**config.mk**
```make
export PLATFORM = sky130hd
export DESIGN_NAME = escape_key_decoder_cursor
export DESIGN_NICKNAME = d
export VERILOG_FILES = /design/src/ekdc_pkg.sv /design/src/ekdc_parser.sv /design/src/escape_key_decoder_cursor.sv
export SDC_FILE = /design/constraint.sdc
export NUM_CORES = 1
export LEC_CHECK = 0
export ABC_CLOCK_PERIOD_IN_PS = 6300
export BUFFER_PORTS_ARGS = -buffer_cell sky130_fd_sc_hd__buf_2
export CAP_MARGIN = 20
export CORE_AREA = 2 2 105 107
export DETAILED_ROUTE_END_ITERATION = 6
export DIE_AREA = 0 0 107 109
export GPL_ROUTABILITY_DRIVEN = 1
export PLACE_DENSITY = 0.74
export SLEW_MARGIN = 20
export SYNTH_ARGS = -nofsm -noshare
export SYNTH_HDL_FRONTEND = slang
export SYNTH_HIERARCHICAL = 1
export SYNTH_SLANG_ARGS = --single-unit
export TNS_END_PERCENT = 1
```
**constraint.sdc**
```tcl
create_clock -name clk -period 6.3 [get_ports clk]
set_input_delay 0.945 -clock clk [delete_from_list [all_inputs] [get_ports clk]]
set_output_delay 0.945 -clock clk [all_outputs]
set_load 0.05 [all_outputs]
```
**src/ekdc_pkg.sv**
```systemverilog
// ----------------------------------------------------------------------------
// ekdc_pkg
// Shared types, byte codes and decode helpers for the escape key decoder.
// ----------------------------------------------------------------------------
package ekdc_pkg;

  localparam int COORD_WIDTH_DEFAULT = 10;
  localparam int SIZE_W              = 10;
  localparam int CFG_IDX_W           = 1;

  localparam logic [SIZE_W-1:0] ROWS_RESET = 10'd24;
  localparam logic [SIZE_W-1:0] COLS_RESET = 10'd80;

  localparam logic [CFG_IDX_W-1:0] CFG_SCREEN_ROWS = 1'd0;
  localparam logic [CFG_IDX_W-1:0] CFG_SCREEN_COLS = 1'd1;

  localparam logic [7:0] CH_ESC   = 8'h1b;
  localparam logic [7:0] CH_CSI   = 8'h5b;  // '['
  localparam logic [7:0] CH_SS3   = 8'h4f;  // 'O'
  localparam logic [7:0] CH_TILDE = 8'h7e;  // '~'
  localparam logic [7:0] CH_UP    = 8'h41;  // 'A'
  localparam logic [7:0] CH_DOWN  = 8'h42;  // 'B'
  localparam logic [7:0] CH_RIGHT = 8'h43;  // 'C'
  localparam logic [7:0] CH_LEFT  = 8'h44;  // 'D'
  localparam logic [7:0] CH_HOME  = 8'h48;  // 'H'
  localparam logic [7:0] CH_END   = 8'h46;  // 'F'
  localparam logic [7:0] CH_QUIT  = 8'h11;  // Ctrl-Q
  localparam logic [7:0] CH_DIG1  = 8'h31;  // '1'
  localparam logic [7:0] CH_DIG3  = 8'h33;
  localparam logic [7:0] CH_DIG4  = 8'h34;
  localparam logic [7:0] CH_DIG5  = 8'h35;
  localparam logic [7:0] CH_DIG6  = 8'h36;
  localparam logic [7:0] CH_DIG7  = 8'h37;
  localparam logic [7:0] CH_DIG8  = 8'h38;
  localparam logic [7:0] CH_DIG9  = 8'h39;

  typedef enum logic [3:0] {
    KEY_PLAIN = 4'd0,
    KEY_ESC   = 4'd1,
    KEY_LEFT  = 4'd2,
    KEY_RIGHT = 4'd3,
    KEY_UP    = 4'd4,
    KEY_DOWN  = 4'd5,
    KEY_PGUP  = 4'd6,
    KEY_PGDN  = 4'd7,
    KEY_HOME  = 4'd8,
    KEY_END   = 4'd9,
    KEY_DEL   = 4'd10
  } key_kind_t;

  typedef enum logic [1:0] {
    PH_IDLE  = 2'd0,
    PH_ESC   = 2'd1,
    PH_ESC1  = 2'd2,
    PH_DIGIT = 2'd3
  } phase_t;

  // Decoded key handed from the parser to the cursor stage
  typedef struct packed {
    logic      has_key;
    key_kind_t kind;
    logic [7:0] kbyte;
    logic      quit;
  } key_t;

  function automatic key_kind_t letter_key(input logic [7:0] b, input logic csi);
    key_kind_t k;
    k = KEY_ESC;
    priority if (b == CH_HOME) k = KEY_HOME;
    else if (b == CH_END) k = KEY_END;
    else if (!csi) k = KEY_ESC;
    else if (b == CH_UP) k = KEY_UP;
    else if (b == CH_DOWN) k = KEY_DOWN;
    else if (b == CH_RIGHT) k = KEY_RIGHT;
    else if (b == CH_LEFT) k = KEY_LEFT;
    else k = KEY_ESC;
    return k;
  endfunction

  function automatic key_kind_t digit_key(input logic [7:0] d);
    key_kind_t k;
    k = KEY_ESC;
    unique case (d)
      CH_DIG1, CH_DIG7: k = KEY_HOME;
      CH_DIG3:          k = KEY_DEL;
      CH_DIG4, CH_DIG8: k = KEY_END;
      CH_DIG5:          k = KEY_PGUP;
      CH_DIG6:          k = KEY_PGDN;
      default:          k = KEY_ESC;
    endcase
    return k;
  endfunction

endpackage

```
**src/ekdc_parser.sv**
```systemverilog
// ----------------------------------------------------------------------------
// ekdc_parser
// Escape sequence state machine: turns bytes and gap timeouts into keys.
// ----------------------------------------------------------------------------
module ekdc_parser (
  input  logic            clk,
  input  logic            rst_n,
  input  logic            step,     // consume the presented beat
  input  logic            mode,     // 1 = gap timeout
  input  logic [7:0]      in_byte,
  output ekdc_pkg::key_t  key
);

  ekdc_pkg::phase_t phase_r, phase_nxt;
  logic [7:0] first_r, first_nxt;
  logic [7:0] digit_r, digit_nxt;

  always_ff @(posedge clk) begin
    if (!rst_n) begin
      phase_r <= ekdc_pkg::PH_IDLE;
      first_r <= 8'd0;
      digit_r <= 8'd0;
    end else if (step) begin
      phase_r <= phase_nxt;
      first_r <= first_nxt;
      digit_r <= digit_nxt;
    end
  end

  always_comb begin
    phase_nxt   = phase_r;
    first_nxt   = first_r;
    digit_nxt   = digit_r;
    key.has_key = 1'b0;
    key.kind    = ekdc_pkg::KEY_ESC;
    key.kbyte   = 8'd0;
    key.quit    = 1'b0;
    if (mode) begin
      // timeout only matters part way through a sequence
      if (phase_r != ekdc_pkg::PH_IDLE) begin
        key.has_key = 1'b1;
        phase_nxt   = ekdc_pkg::PH_IDLE;
      end
    end else begin
      unique case (phase_r)
        ekdc_pkg::PH_IDLE: begin
          if (in_byte == ekdc_pkg::CH_ESC) begin
            phase_nxt = ekdc_pkg::PH_ESC;
          end else begin
            key.has_key = 1'b1;
            key.kind    = ekdc_pkg::KEY_PLAIN;
            key.kbyte   = in_byte;
            key.quit    = (in_byte == ekdc_pkg::CH_QUIT);
          end
        end
        ekdc_pkg::PH_ESC: begin
          first_nxt = in_byte;
          phase_nxt = ekdc_pkg::PH_ESC1;
        end
        ekdc_pkg::PH_ESC1: begin
          if (first_r == ekdc_pkg::CH_CSI && in_byte >= ekdc_pkg::CH_DIG1 &&
              in_byte <= ekdc_pkg::CH_DIG9) begin
            digit_nxt = in_byte;
            phase_nxt = ekdc_pkg::PH_DIGIT;
          end else begin
            phase_nxt   = ekdc_pkg::PH_IDLE;
            key.has_key = 1'b1;
            if (first_r == ekdc_pkg::CH_CSI)
              key.kind = ekdc_pkg::letter_key(in_byte, 1'b1);
            else if (first_r == ekdc_pkg::CH_SS3)
              key.kind = ekdc_pkg::letter_key(in_byte, 1'b0);
            else
              key.kind = ekdc_pkg::KEY_ESC;
          end
        end
        ekdc_pkg::PH_DIGIT: begin
          phase_nxt   = ekdc_pkg::PH_IDLE;
          key.has_key = 1'b1;
          key.kind    = (in_byte == ekdc_pkg::CH_TILDE) ?
                        ekdc_pkg::digit_key(digit_r) : ekdc_pkg::KEY_ESC;
        end
        default: phase_nxt = ekdc_pkg::PH_IDLE;
      endcase
    end
  end

endmodule

```
**src/escape_key_decoder_cursor.sv**
```systemverilog
// ----------------------------------------------------------------------------
// escape_key_decoder_cursor
// Terminal key decoder with a cursor kept inside the configured screen.
// ----------------------------------------------------------------------------
// One beat is taken per clock cycle while in_stall is low, and a key, if the
// beat completes one, is presented on the result ports after the beat has sat
// in the input register and the decode and cursor logic have loaded the result
// register. A stalled result holds the input off only while the beat in the
// input register would give another key. Bytes that open or continue an
// escape sequence, and gap timeouts while idle, give no result. Screen size
// writes are taken at once (cfg_ready is always high) and should only be made
// while the block is idle.
module escape_key_decoder_cursor #(
  parameter int COORD_WIDTH = ekdc_pkg::COORD_WIDTH_DEFAULT
) (
  input  logic                           clk,
  input  logic                           rst_n,
  input  logic                           in_valid,
  output logic                           in_stall,
  input  logic                           in_mode,
  input  logic [7:0]                     in_byte,
  output logic                           out_valid,
  input  logic                           out_stall,
  output logic [3:0]                     out_key_kind,
  output logic [7:0]                     out_key_byte,
  output logic [COORD_WIDTH-1:0]         out_cursor_col,
  output logic [COORD_WIDTH-1:0]         out_cursor_row,
  output logic                           out_quit,
  input  logic                           cfg_valid,
  output logic                           cfg_ready,
  input  logic [ekdc_pkg::CFG_IDX_W-1:0] cfg_index,
  input  logic [ekdc_pkg::SIZE_W-1:0]    cfg_data
);

  localparam int CW = COORD_WIDTH;
  localparam int LW = (CW > ekdc_pkg::SIZE_W) ? CW : ekdc_pkg::SIZE_W;
  localparam logic [LW-1:0] COORD_MAX = LW'((32'd1 << CW) - 32'd1);

  // screen size registers
  logic [ekdc_pkg::SIZE_W-1:0] rows_r, cols_r;

  assign cfg_ready = 1'b1;

  always_ff @(posedge clk) begin
    if (!rst_n) begin
      rows_r <= ekdc_pkg::ROWS_RESET;
      cols_r <= ekdc_pkg::COLS_RESET;
    end else if (cfg_valid) begin
      if (cfg_index == ekdc_pkg::CFG_SCREEN_ROWS) rows_r <= cfg_data;
      if (cfg_index == ekdc_pkg::CFG_SCREEN_COLS) cols_r <= cfg_data;
    end
  end

  // input register
  logic       s1_valid_r;
  logic       s1_mode_r;
  logic [7:0] s1_byte_r;
  logic       out_valid_r;
  logic       out_ready;
  logic       advance;
  ekdc_pkg::key_t key;

  assign out_ready = !out_valid_r || !out_stall;
  assign advance   = s1_valid_r && (!key.has_key || out_ready);
  assign in_stall  = s1_valid_r && !advance;

  always_ff @(posedge clk) begin
    if (!rst_n) begin
      s1_valid_r <= 1'b0;
    end else if (!in_stall) begin
      s1_valid_r <= in_valid;
    end
  end

  always_ff @(posedge clk) begin
    if (in_valid && !in_stall) begin
      s1_mode_r <= in_mode;
      s1_byte_r <= in_byte;
    end
  end

  ekdc_parser u_parser (
    .clk     (clk),
    .rst_n   (rst_n),
    .step    (advance),
    .mode    (s1_mode_r),
    .in_byte (s1_byte_r),
    .key     (key)
  );

  // last valid index: size 0 acts as 1, then capped to the coordinate range
  function automatic logic [CW-1:0] last_index(input logic [ekdc_pkg::SIZE_W-1:0] size);
    logic [ekdc_pkg::SIZE_W-1:0] last;
    logic [LW-1:0] ext;
    last = (size == '0) ? '0 : size - 1'b1;
    ext  = LW'(last);
    return CW'((ext > COORD_MAX) ? COORD_MAX : ext);
  endfunction

  function automatic logic [CW-1:0] step_up(input logic [CW-1:0] v,
                                            input logic [CW-1:0] last);
    logic [CW:0] n;
    n = {1'b0, v} + 1'b1;
    return (n > {1'b0, last}) ? last : CW'(n);
  endfunction

  logic [CW-1:0] last_col, last_row;
  logic [CW-1:0] col_r, col_nxt, row_r, row_nxt;

  assign last_col = last_index(cols_r);
  assign last_row = last_index(rows_r);

  always_comb begin
    col_nxt = col_r;
    row_nxt = row_r;
    unique case (key.kind)
      ekdc_pkg::KEY_LEFT:  if (col_r != '0) col_nxt = col_r - 1'b1;
      ekdc_pkg::KEY_RIGHT: col_nxt = step_up(col_r, last_col);
      ekdc_pkg::KEY_UP:    if (row_r != '0) row_nxt = row_r - 1'b1;
      ekdc_pkg::KEY_DOWN:  row_nxt = step_up(row_r, last_row);
      ekdc_pkg::KEY_HOME:  col_nxt = '0;
      ekdc_pkg::KEY_END:   col_nxt = last_col;
      ekdc_pkg::KEY_PGUP:  row_nxt = '0;
      ekdc_pkg::KEY_PGDN:  row_nxt = last_row;
      default: ;
    endcase
  end

  // result register
  logic [3:0]    kind_r;
  logic [7:0]    kbyte_r;
  logic          quit_r;
  logic          load;

  assign load = advance && key.has_key;

  always_ff @(posedge clk) begin
    if (!rst_n) begin
      out_valid_r <= 1'b0;
      col_r       <= '0;
      row_r       <= '0;
    end else begin
      if (out_ready) out_valid_r <= load;
      if (load) begin
        col_r <= col_nxt;
        row_r <= row_nxt;
      end
    end
  end

  always_ff @(posedge clk) begin
    if (load) begin
      kind_r  <= key.kind;
      kbyte_r <= key.kbyte;
      quit_r  <= key.quit;
    end
  end

  assign out_valid      = out_valid_r;
  assign out_key_kind   = kind_r;
  assign out_key_byte   = kbyte_r;
  assign out_quit       = quit_r;
  assign out_cursor_col = col_r;
  assign out_cursor_row = row_r;

endmodule

```
# Word level (Yosys, flattened, before mapping)
# Index checks and enable logic that the tools add are counted.
[word_totals] register_bits=82 inputBits=25
[classes] mux=34 add_sub_neg=6 eq_ne=33 n_reduce_logical=31 bitwise=3 n_lt_le_gt_ge=6
[ops] cell="$mux 10" count=8
[ops] cell="$pmux 10 s4" count=2
[ops] cell="$eq 8x7->1 const B" count=9
[ops] cell="$eq 8x6->1 const B" count=7
[ops] cell="$mux 4" count=10
[ops] cell="$sub 10x1->10 const B" count=4
[ops] cell="$add 10x1->11 const B" count=2
[ops] cell="$gt 11x10->1" count=2
[ops] cell="$gt 10x10->1 const B" count=2
[ops] cell="$logic_not 10->1" count=2
[ops] cell="$pmux 4 s5" count=1
[ops] cell="$reduce_bool 10->1" count=2
[ops] cell="$eq 4x3->1 const B" count=4
[ops] cell="$eq 8x5->1 const B" count=2
[ops] cell="$pmux 5 s3" count=1
[ops] cell="$mux 14" count=1
[ops] cell="$mux 13" count=1
[ops] cell="$reduce_and 3->1" count=4
[ops] cell="$mux 2" count=5
[ops] cell="$mux 9" count=1
[ops] cell="$eq 4x2->1 const B" count=2
[ops] cell="$eq 4x4->1 const B" count=2
[ops] cell="$ge 8x6->1 const B" count=1
[ops] cell="$le 8x6->1 const B" count=1
[ops] cell="other kinds (19)" count=37

# Longest topological paths before layout
[logic_depth] ltp_word=18 depth_mapped=15

# Cells and area by module
# The synthesis kept the hierarchy.
[modules_own_cells] module="escape_key_decoder_cursor" cells_per_inst=506 area_per_inst_um2=4459.3 instances=1
[modules_own_cells] module="ekdc_parser" cells_per_inst=134 area_per_inst_um2=1221.2 instances=1

# Worst setup path after synthesis
# No wires, ideal clock.
[synth_path] path_type="register -> register" start="register row_r[1] (netlist: out_cursor_row[1])" end="register row_r[0] (netlist: out_cursor_row[0])" n_path_buf=0 required_ps=6183 path_stages_with_launch=13 t_arrival_ps=3138 setup_time_ps=117 slack_ps=3045 synth_period_minus_slack_ps=3255 path_cell_list="dfxtp_1 ha_1 nand2_1 nor2_2 and3_1 xor2_1 ha_1 a211oi_1 o221ai_1 o221ai_2 nand2_4 mux2_1 a22o_1"
[synth_between] elab_chain_cells=4 elab_cells_between_ends=7 cone_classes="add/sub: 1; order compare: 1; eq/ne: 1; mux: 2; reduce/logical: 2"
[synth_lines] item="from (decl)" line="escape_key_decoder_cursor.sv:108" source="logic [CW-1:0] col_r, col_nxt, row_r, row_nxt;"
[synth_lines] item="from (signal assigned)" line="escape_key_decoder_cursor.sv:146" source="row_r <= row_nxt;"
[synth_lines] item="$add 10x1->11" line="escape_key_decoder_cursor.sv:103" source="n = {1'b0, v} + 1'b1;"
[synth_lines] item="$gt 11x10->1" line="escape_key_decoder_cursor.sv:104" source="return (n > {1'b0, last}) ? last : CW'(n);"
[synth_lines] item="$mux 10" line="escape_key_decoder_cursor.sv:104"
[synth_lines] item="$pmux 10 s4" line="escape_key_decoder_cursor.sv:116" source="unique case (key.kind)"
# Several ways; a longest one is shown, not always the timed one.
# A chain may end at the register's enable or synchronous reset.

==> results.md <==
Power:
- The standby leakage power is 2.39 nW.
- The maximum ir drop on the vdd rail is 96.3 µV.
- In this run the power density over the cells is 182 nW/µm².
- The net switching power is 0.304 mW.
- Summing internal, switching and leakage power gives 1.13 mW.
- The sequential cell fraction of total power is 50.5%.
- Per report_power, the clock group accounts for 38.7% of the total.
- Per report_power, the combinational group accounts for 10.8% of the total.
- The switching part of the total is 26.8%.
- The internal portion of total power is 0.831 mW.

Drt:
- The iteration-0 DRC count of the detailed router is 252.
- The routed length per placed instance is 16.4 µm.
- The DRC violations left is 0.
- In this run the remaining antenna-violating nets after routing total 0.
- The post-detailed-route via-to-cell ratio is 5.91.
- For this block, the via count after detailed routing is 4865.
- The aggregate routed wire length is 13.5 mm.
- The number of detailed-routing iterations run before antenna repair is 4.

Place:
- At the end of routability-driven placement, the weighted congestion stood at 0.928.
- Once detailed placement completed, the half-perimeter wirelength came to 10.1 mm.
- The count of buffers added on input and output ports is 59.
- Timing analysis after detailed placement gives a worst setup slack of 2.67 ns.
- The standard cell area after detailed placement is 5990 µm².

Finish:
- Relative to the synthesized area, the layout overhead comes to 9.45%.
- Of the cells placed in the final design, the portion with a size suffix greater than 1 is 16.7%.
- The sequential cells in the finished layout cover a total of 1860 µm².
- The repair_antennas step left the layout with diodes totalling 0.
- After routing the design area is 6220 µm².
- The layout has 963 filler cells.
- The final net count is 731.
- The area of combinational cells with multiple inputs is 3580 µm².

Synthesis:
- The average cell area after synthesis is 8.88 µm².
- Of all cell types, the one taking the most synthesized area is dfxtp_1.
- The post-synth net total is 693.
- In the synthesized netlist the dominant register cell turns out to be dfxtp_1.
- The summed instance area of the synthesized netlist is 5680 µm².
- In the synthesized netlist, the cells that appear most often are nand2_1, dfxtp_1, nor2_1.
- Yosys attributes the largest share of cell area to dfxtp_1, edfxtp_1, ha_1.
- The number of register bits inferred by synthesis is 82.
- The synthesized instance count is 640.
- After synthesis, the share of flip-flops with an asynchronous set or reset is 0%.
- Yosys printed 6 warnings.
- The sequential share of the synthesized area is 32.8%.
- The synthesized design contains 22 enable-type register cells.
- The number of different library cells used by synthesis comes to 97.
- In the post-synthesis netlist, the cell with the most instances is nand2_1.
- The top cell type's share of synthesized area is 21.1%.

Floorplan:
- The area of the core is 10600 µm².
- The count of standard-cell rows is 38.
- The area enclosed by the die boundary is 11700 µm².
- The effective utilization at floorplan is 53.6%.
- During I/O placement, the number of pins put on the boundary was 61.
- Measured along the x axis, the die boundary spans 107 µm.
- The die extent in y is 109 µm.

Clock network:
- The clock drives 82 sinks.
- The H-tree was split into 3 levels.
- TritonCTS created 9 clock buffers.
- The clock root buffer master is clkbuf_8.
- The number of gates resized after CTS was 0.
- The insertion delay of the later-clocked pin in the worst-skew pair is 0.37 ns.
- Buffers added to address setup during post-CTS repair amount to 0.
- The post-CTS clock slew at the launch and capture registers of the worst setup and hold paths is 0.09 ns.
- The CTS tree is built.
- In this run the deepest clock path goes through 2 buffers.
- After clock tree synthesis, the flow added hold-fix buffers numbering 0.

Setup path:
- The required time of the critical path is 6.54 ns.
- In this run the register-to-register setup slack is 2.60 ns.
- The critical path ends at out_cursor_col[3].
- The critical path depth in cells is 9.
- Traced cell by cell, the critical path runs through nor3b_4, a41oi_2, a221oi_1, nor3b_1, and3_4, a2111oi_4, nand2_1, o221ai_1, a31oi_1.
- On the critical path, the stage with the largest delay is an instance of a221oi_1.
- The source of the worst register-to-register timing path is s1_byte_r[7].
- The worst path buffer plus inverter count is 0.
- Counting cells, the worst reg-to-reg path comes to 9.
- In this run the critical register-to-register path is captured at out_cursor_col[3].
- The type of the setup path with the least slack is reg -> reg.
- Of all nets on the critical path, the largest fanout is 10.
- STA classifies the critical path endpoint as a flip-flop.
- Data arrives at the worst endpoint at 3.94 ns.
- The launching element type of the critical path is a flip-flop.
- The cell family contributing the most delay on the critical path is compound AO/OA/AOI/OAI gates.
- The largest single stage delay on the critical path is 0.93 ns.
- The start point of the critical path is s1_byte_r[7].

Global route:
- The maximum number of pins on one net before global-route repair is 67.
- The sum of overflow across all layers after global routing is 0.
- The first global-routing pass estimated 22.5 mm of wire.
- The aggregate global-route resource usage is 24.1%.
- The via count of the first global-routing pass is 4613.
- The number of antenna violations at the first check in global routing is 0.

STA:
- The worst path in the final design needs a cycle of 3.70 ns, including I/O delays and setup.
- Timing would allow up to 0.270 GHz.
- Once routing completed, OpenROAD measured the worst setup slack at 2.60 ns.
- In this run the tightest slew margin relative to its limit is 26.5%.
- The final worst clock skew is 0.00857 ns.
- Setup repair after global routing left no endpoint under its margin.
- Setup violations remaining at the end of the flow were counted as 0.
- The final count of hold timing violations was 0.
- At the pin with the least slew margin, the transition time is 1.10 ns.
- Hold is met by 0.471 ns.
- The final critical path takes up 58.7% of the cycle.
- The summed negative setup slack over all endpoints is 0 ns.
- The number of max-slew violations in the final report is 0.

Job:
- The max-capacitance violation count is 0.

Worst hold path:
- The min-delay analysis places its worst path in the category reg -> reg.

Status:
- The flow ran to the end, and the final reports show no timing, DRC or antenna violations.
## worst min path at each step
| stage | start | to | slack (ns) | depth (start not counted) |
|---|---|---|---|---|
| floorplan | u_parser/digit_r[5] | u_parser/digit_r[5] | 0.43 | 1 |
| global route | u_parser/digit_r[4] | u_parser/digit_r[4] | 0.50 | 1 |
| global placement | u_parser/digit_r[5] | u_parser/digit_r[5] | 0.45 | 1 |
| detailed placement | u_parser/digit_r[5] | u_parser/digit_r[5] | 0.45 | 1 |
| finish | u_parser/digit_r[4] | u_parser/digit_r[4] | 0.47 | 1 |
| CTS | u_parser/digit_r[5] | u_parser/digit_r[5] | 0.47 | 1 |
## per-stage QoR
stage          utilization (%)  cells
2_1_floorplan                -    640
3_3_place_gp              56.5    807
3_5_place_dp              56.5    807
4_1_cts                   58.6    823
5_1_grt                   58.6    823
6_report                  58.6    823
## state kept, by name, indices dropped and copies added, names as in the netlist
name / count
out_cursor_row: 10
out_key_byte: 8
rows_r: 10
s1_byte_r: 8
s1_mode_r: 1
s1_valid_r: 1
out_quit: 1
cols_r: 10
u_parser/digit_r: 8
out_valid: 1
out_cursor_col: 10
u_parser/phase_r: 2
u_parser/first_r: 8
out_key_kind: 4
## worst reg2reg max path, delay by kind of cell, from the launching register on
kind | cells | cell delay (ns)
AND/OR/NAND/NOR | 4 | 0.98
flip-flops | 1 | 0.48
AO/OA/AOI/OAI | 5 | 2.12
## cell type report
type | instances | share of cell area (%)
Clock inverter | 6 | 1.57
Tap cell | 140 | 2.82
Multi-Input combinational cell | 507 | 57.7
Timing Repair Buffer | 60 | 4.87
Sequential cell | 82 | 29.9
Inverter | 18 | 1.09
Clock buffer | 10 | 2.05
## power by group through the flow
stage                     Clock [mW]  Sequential (mW)  Combinational [mW]
after floorplan                    0            0.589              0.0841
after global placement             0            0.585               0.118
after detailed placement           0            0.586               0.122
after CTS                      0.447            0.573               0.122
after global routing           0.470            0.576               0.137
final                          0.439            0.573               0.122
## per-layer routing
layer  global-route usage, %  wire length (µm)  part of all wire [%]  up-vias
met5                       0                 0                     0        -
met4                    10.9               313                   2.3        0
li1                        -                 -                     -     2427
met3                    2.75               606                   4.5       24
met2                    39.4              6510                    48      130
met1                    32.3              6040                    45     2284
## cells by family after synthesis
group,Yosys count,share of synthesized area (%)
fa+ha+maj,28,6.17
simple gates,282,29.3
buf+inv,51,4.12
xor+xnor,35,5.40
mux,20,3.57
compound gates,141,18.7
other cells,1,0.0660
flops,82,32.8
## cells in the final DEF (no fill, tap or decap), drive strengths merged, types with 12 or more instances in the layout
| cell | synthesis | routed |
|---|---|---|
| nand2 | 75 | 75 |
| dfxtp | 60 | 60 |
| buf | 19 | 60 |
| nor2 | 34 | 34 |
| nand3 | 29 | 29 |
| ha | 28 | 28 |
| a21oi | 22 | 22 |
| edfxtp | 22 | 22 |
| o21ai | 22 | 22 |
| nor3 | 21 | 21 |
| nand2b | 20 | 20 |
| inv | 18 | 20 |
| xnor2 | 19 | 19 |
| nor2b | 18 | 18 |
| mux2i | 18 | 18 |
| a21boi | 18 | 18 |
| xor2 | 16 | 16 |
| and2 | 14 | 14 |
| a31oi | 12 | 12 |
No activity file was read; power rests on OpenSTA's default activity.
